==> src/design/bbsc_pkg.sv <==
`default_nettype none

package bbsc_pkg;

  localparam int unsigned PressW = 14;
  localparam int unsigned AwakeW = 16;
  localparam int unsigned BeepW  = 8;
  localparam int unsigned CfgW   = 16;

  localparam logic [PressW-1:0] PRESS_SAT     = 14'd10000;
  localparam logic [BeepW-1:0]  DOUBLE_TICKS  = 8'd150;
  localparam logic [BeepW-1:0]  DOUBLE_GAP_LO = 8'd50;
  localparam logic [BeepW-1:0]  DOUBLE_GAP_HI = 8'd100;

  localparam logic [AwakeW-1:0] AWAKE_RST      = 16'd6000;
  localparam logic [PressW-1:0] LONG_PRESS_RST = 14'd100;
  localparam logic [BeepW-1:0]  SHORT_BEEP_RST = 8'd7;
  localparam logic [BeepW-1:0]  LONG_BEEP_RST  = 8'd200;

  localparam logic [1:0] SCREEN_1 = 2'd1;
  localparam logic [1:0] SCREEN_2 = 2'd2;
  localparam logic [1:0] SCREEN_3 = 2'd3;

  typedef enum logic [1:0] {
    REQ_TICK   = 2'd0,
    REQ_SUPPLY = 2'd1,
    REQ_LOAD   = 2'd2,
    REQ_NONE   = 2'd3
  } req_e;

  typedef enum logic [1:0] {
    BEEP_NONE   = 2'd0,
    BEEP_SINGLE = 2'd1,
    BEEP_DOUBLE = 2'd2,
    BEEP_LONG   = 2'd3
  } beep_e;

  typedef enum logic [1:0] {
    PRESS_NONE  = 2'd0,
    PRESS_SHORT = 2'd1,
    PRESS_LONG  = 2'd2
  } press_e;

  typedef enum logic [1:0] {
    CFG_AWAKE      = 2'd0,
    CFG_LONG_PRESS = 2'd1,
    CFG_SHORT_BEEP = 2'd2,
    CFG_LONG_BEEP  = 2'd3
  } cfg_idx_e;

  typedef struct packed {
    logic [AwakeW-1:0] awake_ticks;
    logic [PressW-1:0] long_press_ticks;
    logic [BeepW-1:0]  short_beep_ticks;
    logic [BeepW-1:0]  long_beep_ticks;
  } cfg_t;

  typedef struct packed {
    logic [PressW-1:0] press_count;
    logic [AwakeW-1:0] awake_left;
    logic [1:0]        screen;
    beep_e             beep_kind;
    logic [BeepW-1:0]  beep_left;
    logic              buzzer;
  } state_t;

  typedef struct packed {
    logic       buzzer_on;
    logic [1:0] screen_sel;
    logic       display_awake;
    press_e     press_event;
  } result_t;

endpackage

`default_nettype wire

==> src/design/bbsc_step.sv <==
`default_nettype none

module bbsc_step (
  input  bbsc_pkg::cfg_t    cfg_i,
  input  bbsc_pkg::state_t  cur_i,
  input  bbsc_pkg::req_e    req_i,
  input  logic              button_i,
  input  logic              supply_i,
  output bbsc_pkg::state_t  nxt_o,
  output bbsc_pkg::result_t res_o
);

  logic [bbsc_pkg::PressW-1:0] pc1;
  logic                        was_on;
  logic                        sound;
  bbsc_pkg::press_e            evt;
  bbsc_pkg::state_t            nxt;

  always_comb begin
    nxt    = cur_i;
    pc1    = cur_i.press_count;
    was_on = cur_i.buzzer;
    sound  = 1'b0;
    evt    = bbsc_pkg::PRESS_NONE;
    case (req_i)
      bbsc_pkg::REQ_TICK: begin
        if (button_i && (cur_i.press_count < bbsc_pkg::PRESS_SAT)) begin
          pc1 = cur_i.press_count + 14'd1;
        end
        nxt.press_count = pc1;
        // release after a held press
        if ((pc1 != '0) && !button_i) begin
          nxt.beep_kind = bbsc_pkg::BEEP_SINGLE;
          nxt.beep_left = cfg_i.short_beep_ticks;
          if (pc1 > cfg_i.long_press_ticks) begin
            if (cur_i.awake_left != '0) begin
              nxt.screen = bbsc_pkg::SCREEN_3;
            end
            evt = bbsc_pkg::PRESS_LONG;
          end else begin
            if (cur_i.awake_left != '0) begin
              nxt.screen = (cur_i.screen != bbsc_pkg::SCREEN_1) ? bbsc_pkg::SCREEN_1
                                                                 : bbsc_pkg::SCREEN_2;
            end
            evt = bbsc_pkg::PRESS_SHORT;
          end
          nxt.awake_left  = cfg_i.awake_ticks;
          nxt.press_count = '0;
        end
        if (nxt.awake_left != '0) begin
          nxt.awake_left = nxt.awake_left - 16'd1;
        end
        // beep sequencer, tests buzzer level from before this tick
        sound = (nxt.beep_kind == bbsc_pkg::BEEP_SINGLE) ||
                (nxt.beep_kind == bbsc_pkg::BEEP_LONG) ||
                ((nxt.beep_kind == bbsc_pkg::BEEP_DOUBLE) && (nxt.beep_left != '0) &&
                 (nxt.beep_left < bbsc_pkg::DOUBLE_GAP_LO)) ||
                (nxt.beep_left > bbsc_pkg::DOUBLE_GAP_HI);
        if (sound && (nxt.beep_left != '0) && !was_on) begin
          nxt.buzzer = 1'b1;
        end
        if ((nxt.beep_kind == bbsc_pkg::BEEP_DOUBLE) &&
            (nxt.beep_left >= bbsc_pkg::DOUBLE_GAP_LO) &&
            (nxt.beep_left < bbsc_pkg::DOUBLE_GAP_HI) && was_on) begin
          nxt.buzzer = 1'b0;
        end
        if (nxt.beep_left != '0) begin
          nxt.beep_left = nxt.beep_left - 8'd1;
        end
        if (nxt.beep_left == '0) begin
          nxt.beep_kind = bbsc_pkg::BEEP_NONE;
        end
        if ((nxt.beep_kind == bbsc_pkg::BEEP_NONE) && (nxt.beep_left == '0) && was_on) begin
          nxt.buzzer = 1'b0;
        end
      end
      bbsc_pkg::REQ_SUPPLY: begin
        nxt.awake_left = cfg_i.awake_ticks;
        if (supply_i) begin
          nxt.beep_kind = bbsc_pkg::BEEP_DOUBLE;
          nxt.beep_left = bbsc_pkg::DOUBLE_TICKS;
        end else begin
          nxt.beep_kind = bbsc_pkg::BEEP_LONG;
          nxt.beep_left = cfg_i.long_beep_ticks;
        end
      end
      bbsc_pkg::REQ_LOAD: begin
        nxt.awake_left = cfg_i.awake_ticks;
      end
      default: begin
      end
    endcase
  end

  assign nxt_o               = nxt;
  assign res_o.buzzer_on     = nxt.buzzer;
  assign res_o.screen_sel    = nxt.screen;
  assign res_o.display_awake = (nxt.awake_left != '0);
  assign res_o.press_event   = evt;

endmodule

`default_nettype wire

==> src/design/button_beep_screen_controller.sv <==
// button, beep and screen controller
// input channel (in_valid_i / in_stall_o) carries one beat per 10 ms tick or
// per supply/load event: req_type_i, button_level_i, supply_present_i.
// output channel (out_valid_o / out_stall_i) returns exactly one result beat
// per input beat: buzzer level, selected screen, display awake flag and the
// press classification of a release on that tick.
// configuration: cfg_we_i writes cfg_wdata_i to register cfg_idx_i
// (0 awake ticks, 1 long press ticks, 2 short beep ticks, 3 long beep ticks).
// path: an accepted beat lands in the input register, then its result moves
// into the result register, from which the receiver takes it.
// throughput: one beat per cycle unless the receiver stalls, set by the single
// pass through the next state logic between input register and result register.
// when the receiver stalls the result holds; one more beat can wait in the
// input register, after that in_stall_o rises until the output drains.
// reset clears the pipeline valids, the controller state (screen 1, display
// asleep, buzzer off, no beep) and loads the register defaults.
`default_nettype none

module button_beep_screen_controller (
  input  logic       clk_i,
  input  logic       rst_ni,
  input  logic       cfg_we_i,
  input  logic [1:0] cfg_idx_i,
  input  logic [bbsc_pkg::CfgW-1:0] cfg_wdata_i,
  input  logic       in_valid_i,
  output logic       in_stall_o,
  input  logic [1:0] req_type_i,
  input  logic       button_level_i,
  input  logic       supply_present_i,
  output logic       out_valid_o,
  input  logic       out_stall_i,
  output logic       buzzer_on_o,
  output logic [1:0] screen_sel_o,
  output logic       display_awake_o,
  output logic [1:0] press_event_o
);

  bbsc_pkg::cfg_t    cfg_q;
  bbsc_pkg::state_t  st_q;
  bbsc_pkg::state_t  st_d;
  bbsc_pkg::result_t res_q;
  bbsc_pkg::result_t res_d;

  logic           s1_vld_q;
  bbsc_pkg::req_e s1_req_q;
  logic           s1_button_q;
  logic           s1_supply_q;
  logic           out_vld_q;
  logic           adv;
  logic           in_acc;

  assign adv        = !(out_vld_q && out_stall_i);
  assign in_stall_o = s1_vld_q && !adv;
  assign in_acc     = in_valid_i && !in_stall_o;

  always_ff @(posedge clk_i or negedge rst_ni) begin
    if (!rst_ni) begin
      cfg_q.awake_ticks      <= bbsc_pkg::AWAKE_RST;
      cfg_q.long_press_ticks <= bbsc_pkg::LONG_PRESS_RST;
      cfg_q.short_beep_ticks <= bbsc_pkg::SHORT_BEEP_RST;
      cfg_q.long_beep_ticks  <= bbsc_pkg::LONG_BEEP_RST;
    end else if (cfg_we_i) begin
      case (bbsc_pkg::cfg_idx_e'(cfg_idx_i))
        bbsc_pkg::CFG_AWAKE:      cfg_q.awake_ticks      <= cfg_wdata_i;
        bbsc_pkg::CFG_LONG_PRESS: cfg_q.long_press_ticks <= cfg_wdata_i[13:0];
        bbsc_pkg::CFG_SHORT_BEEP: cfg_q.short_beep_ticks <= cfg_wdata_i[7:0];
        bbsc_pkg::CFG_LONG_BEEP:  cfg_q.long_beep_ticks  <= cfg_wdata_i[7:0];
        default: begin
        end
      endcase
    end
  end

  // input register
  always_ff @(posedge clk_i or negedge rst_ni) begin
    if (!rst_ni) begin
      s1_vld_q <= 1'b0;
    end else if (adv || !s1_vld_q) begin
      s1_vld_q <= in_acc;
    end
  end

  always_ff @(posedge clk_i) begin
    if (in_acc) begin
      s1_req_q    <= bbsc_pkg::req_e'(req_type_i);
      s1_button_q <= button_level_i;
      s1_supply_q <= supply_present_i;
    end
  end

  bbsc_step u_step (
    .cfg_i    (cfg_q),
    .cur_i    (st_q),
    .req_i    (s1_req_q),
    .button_i (s1_button_q),
    .supply_i (s1_supply_q),
    .nxt_o    (st_d),
    .res_o    (res_d)
  );

  // state commits when the beat moves into the result register
  always_ff @(posedge clk_i or negedge rst_ni) begin
    if (!rst_ni) begin
      st_q.press_count <= '0;
      st_q.awake_left  <= '0;
      st_q.screen      <= bbsc_pkg::SCREEN_1;
      st_q.beep_kind   <= bbsc_pkg::BEEP_NONE;
      st_q.beep_left   <= '0;
      st_q.buzzer      <= 1'b0;
      out_vld_q        <= 1'b0;
    end else if (adv) begin
      out_vld_q <= s1_vld_q;
      if (s1_vld_q) begin
        st_q <= st_d;
      end
    end
  end

  always_ff @(posedge clk_i) begin
    if (adv && s1_vld_q) begin
      res_q <= res_d;
    end
  end

  assign out_valid_o     = out_vld_q;
  assign buzzer_on_o     = res_q.buzzer_on;
  assign screen_sel_o    = res_q.screen_sel;
  assign display_awake_o = res_q.display_awake;
  assign press_event_o   = res_q.press_event;

endmodule

`default_nettype wire

==> config.mk <==
export PLATFORM = sky130hd
export DESIGN_NAME = button_beep_screen_controller
export DESIGN_NICKNAME = d
export VERILOG_FILES = /design/src/design/bbsc_pkg.sv /design/src/design/bbsc_step.sv /design/src/design/button_beep_screen_controller.sv
export SDC_FILE = /design/constraint.sdc
export NUM_CORES = 1
export LEC_CHECK = 0
export BUFFER_PORTS_ARGS = -buffer_cell sky130_fd_sc_hd__buf_4
export CAP_MARGIN = 20
export CORE_ASPECT_RATIO = 1.5
export CORE_MARGIN = 3
export CORE_UTILIZATION = 57
export DETAILED_ROUTE_END_ITERATION = 10
export GPL_TIMING_DRIVEN = 0
export HOLD_SLACK_MARGIN = 0.05
export MAX_ROUTING_LAYER = met4
export PLACE_DENSITY = 0.78
export SETUP_SLACK_MARGIN = 0.4
export SLEW_MARGIN = 20
export SYNTH_ARGS = -nofsm -noshare
export SYNTH_HDL_FRONTEND = slang
export SYNTH_HIERARCHICAL = 1
export SYNTH_SLANG_ARGS = --single-unit
==> constraint.sdc <==
create_clock -name clk_i -period 6.5 [get_ports clk_i]
set_clock_uncertainty 0.2 [all_clocks]
set_input_delay 0.65 -clock clk_i [delete_from_list [all_inputs] [get_ports clk_i]]
set_output_delay 0.65 -clock clk_i [all_outputs]
set_load 0.02 [all_outputs]
==> results.sh <==
export IMPL_crit_required_ps=6400
export IMPL_relSlewSlack=0.4412
export IMPL_yosysTopAreaCell="dfrtp_1"
export IMPL_placedCellCount=921
export IMPL_ys_warnings_count=6
export IMPL_status="finished clean"
export IMPL_grt_start_max_net_pins=92
export IMPL_nets=889
export IMPL_hp_class="in -> async"
export IMPL_drc=0
export IMPL_powerDensity_nw_per_um2=339.2
export IMPL_ant_nets=0
export IMPL_clk_path_buf_depth=2
export IMPL_n_antenna_cell=0
export IMPL_vias=6658
export IMPL_worst_slew_pin_slew_ps=838.2
export IMPL_core_area_sq_um=12080
export IMPL_cellLeakagePower_nw=3.735
export IMPL_track_usage=0.3306
export IMPL_min_period_ps=6317
export IMPL_cts_sinks=101
export IMPL_yosys_area_top_type_share=0.2600
export IMPL_grt_pass1_wl_um=34820
export IMPL_final_cells=998
export IMPL_clk_latency_ps=350
export IMPL_cts_made_buffers=9
export IMPL_clk_pin_slew_ps=80
export IMPL_yosysUniqueCellTypes=77
export IMPL_startpoint_type="flop"
export IMPL_ys_seq_area_frac=0.3649
export IMPL_layout_common_cells="buf_4 (97), mux2_2 (91), dfrtp_1 (71)"
export IMPL_worst_setup_path_end_kind="flop"
export IMPL_multiInputGateArea_sq_um=4467
export IMPL_synthesis_nets=783
export IMPL_cap_viol_max_count=0
export IMPL_drtIter0Drc=580
export IMPL_slew_violations=0
export IMPL_hold_slack_ps=172.4
export IMPL_layout_commonest_cell="buf_4"
export IMPL_final_layout_size_suffix_gt1_frac=0.3562
export IMPL_setup_worst_path_class="reg -> reg"
export IMPL_drt_pass1_iter_count=5
export IMPL_fin_area_sq_um=8712
export IMPL_yosys_top_cells_area="dfrtp_1 (26%), mux2_2 (15%), dfstp_2 (6.3%)"
export IMPL_dieArea_sq_um=13900
export IMPL_seq_area_sq_um=2603
export IMPL_synth_cells=734
export IMPL_io_pins=35
export IMPL_port_buffer_count=34
export IMPL_ys_seq_elements=101
export IMPL_rrSetupSlack_ps=180
export IMPL_cp_arrival_ps=6220
export IMPL_grt_antenna_before_repair=0
export IMPL_fillers=860
export IMPL_finalSetupViolations=0
export IMPL_cts_tree="built"
export IMPL_synth_edf_count=10
export IMPL_root_buffer="clkbuf_16"
export IMPL_async_flop_share=0.9010
export IMPL_grt_pass1_vias=6619
export IMPL_hpwlAfterDp_um=15200
export IMPL_totalWireLength_um=22630
export IMPL_die_height_um=142.9
export IMPL_rows=49
export IMPL_setup_tns_ps=0
export IMPL_via_per_inst=6.671
export IMPL_critical_path_max_fanout=6
export IMPL_rsz0062_at_grt="true"
export IMPL_place_gp_congestion=1.052
export IMPL_synth_main_ff_cell="dfrtp_1"
export IMPL_postSynthAreaPerCell_sq_um=9.703
export IMPL_fin_util=0.7213
export IMPL_finalHoldViolCount=0
export IMPL_fmax_ghz=0.1583
export IMPL_post_dp_cell_area_sq_um=7606
export IMPL_finalCritPeriodShare=0.9719
export IMPL_htreeDepth=3
export IMPL_start_util=0.5897
export IMPL_wl_per_cell_um=22.67
export IMPL_dieWidth_um=97.27
export IMPL_ir_drop_mv=0.1896
export IMPL_syn_cell_area_sq_um=7122
export IMPL_area_growth_pct=22.33
export IMPL_gr_total_overflow=0
-- stage by stage --
| stage | power, W | worst slack [ps] |
|---|---|---|
| after detailed placement | 0.002160 | -608.0 |
| after global placement | 0.002112 | -512.5 |
| after global routing | 0.003118 | -63.39 |
| after CTS | 0.002837 | 382.3 |
| final | 0.002955 | 182.7 |
| after floorplan | 0.001813 | 421.7 |
-- Yosys cell counts (all sizes together) (5+ instances only) --
| library cell | number |
|---|---|
| inv | 32 |
| o31ai | 5 |
| or2 | 7 |
| mux2i | 24 |
| nor3 | 21 |
| a21o | 5 |
| buf | 19 |
| ha | 22 |
| or3 | 7 |
| xnor2 | 24 |
| a21oi | 23 |
| nand3 | 27 |
| nor2 | 50 |
| a211oi | 5 |
| o21a | 7 |
| o211ai | 11 |
| clkbuf | 17 |
| o221ai | 7 |
| and3 | 5 |
| a31oi | 6 |
| dfstp | 17 |
| nand2b | 10 |
| nand4 | 13 |
| nor4 | 13 |
| o21ai | 35 |
| nor2b | 6 |
| xor2 | 15 |
| edfxtp | 10 |
| mux2 | 93 |
| dfrtp | 74 |
| nand2 | 62 |
-- critical path, cell delays in order, from the launching register on --
cell and delay (ps):
edfxtp_1 520, nand4_1 200, buf_4 150, nor3_4 60
buf_4 160, a311o_1 380, a221oi_2 240, or4b_4 530
o21ai_4 200, buf_12 130, buf_12 90, clkbuf_16 140
mux2i_4 270, ha_4 190, nor4b_4 180, nand4_1 240
buf_4 240, nand2_4 70, nor2_2 40, xnor2_1 150
nand2_1 80, a31o_1 230, or4_4 530, or3_1 330
or4_1 500
-- repair_timing --
action | 4_1_cts | 5_1_grt
pin swaps | 24 | 30
endpoints found under the setup margin | 1 | 9
hold buffers | 0 | 0
gates resized for setup | 36 | 37
setup buffers | 46 | 15
-- flip-flops by register name, summed over array words and instances, names as in the netlist --
register and count:
display_awake_o 1, s1_supply_q 1, out_valid_o 1, st_q 43
cfg_q 46, buzzer_on_o 1, press_event_o 2, s1_req_q 2
screen_sel_o 2, s1_vld_q 1, s1_button_q 1
-- cells by family after synthesis --
| kind of cell | count (synthesis) | synth area share |
|---|---|---|
| adder cells (fa/ha/maj) | 22 | 0.03865 |
| XOR/XNOR | 39 | 0.04796 |
| flip-flops | 101 | 0.3649 |
| multiplexers | 119 | 0.1871 |
| buffers and inverters | 68 | 0.04498 |
| AO/OA/AOI/OAI | 145 | 0.1451 |
| AND/OR/NAND/NOR | 240 | 0.1713 |
-- area by class of cell --
class,count,area share
Buffer,36,0.02987
Clock buffer,9,0.02585
Clock inverter,7,0.01048
Inverter,32,0.01379
Multi-Input combinational cell,565,0.5127
Sequential cell,101,0.2987
Tap cell,153,0.02197
Timing Repair Buffer,95,0.08660
-- path summary, 6_finish.rpt --
check	from	end	depth (start not counted)
min in group clk_i	supply_present_i	s1_supply_q	1
min reg2reg	s1_vld_q	out_valid_o	1
max reg2reg	s1_button_q	display_awake_o	24
max	s1_button_q	display_awake_o	24
min	rst_ni	s1_vld_q	1
max in group asynchronous	rst_ni	st_q[34]	1
-- layer usage --
metal	vias up	GRT usage	wire [um]
met4	0	0.2276	1802
met5	-	-	0
met3	148	0.04643	1725
met1	3207	0.3581	7887
li1	2917	-	-
met2	386	0.5619	11210
-- where the power goes --
group / switching [W] / internal [W] / leakage (nW)
clock network: 0.000275 / 0.000277 / 0.152
registers: 0.000218 / 0.000806 / 1.18
logic: 0.000715 / 0.000665 / 2.40
No activity file was read; power rests on OpenSTA's default activity.
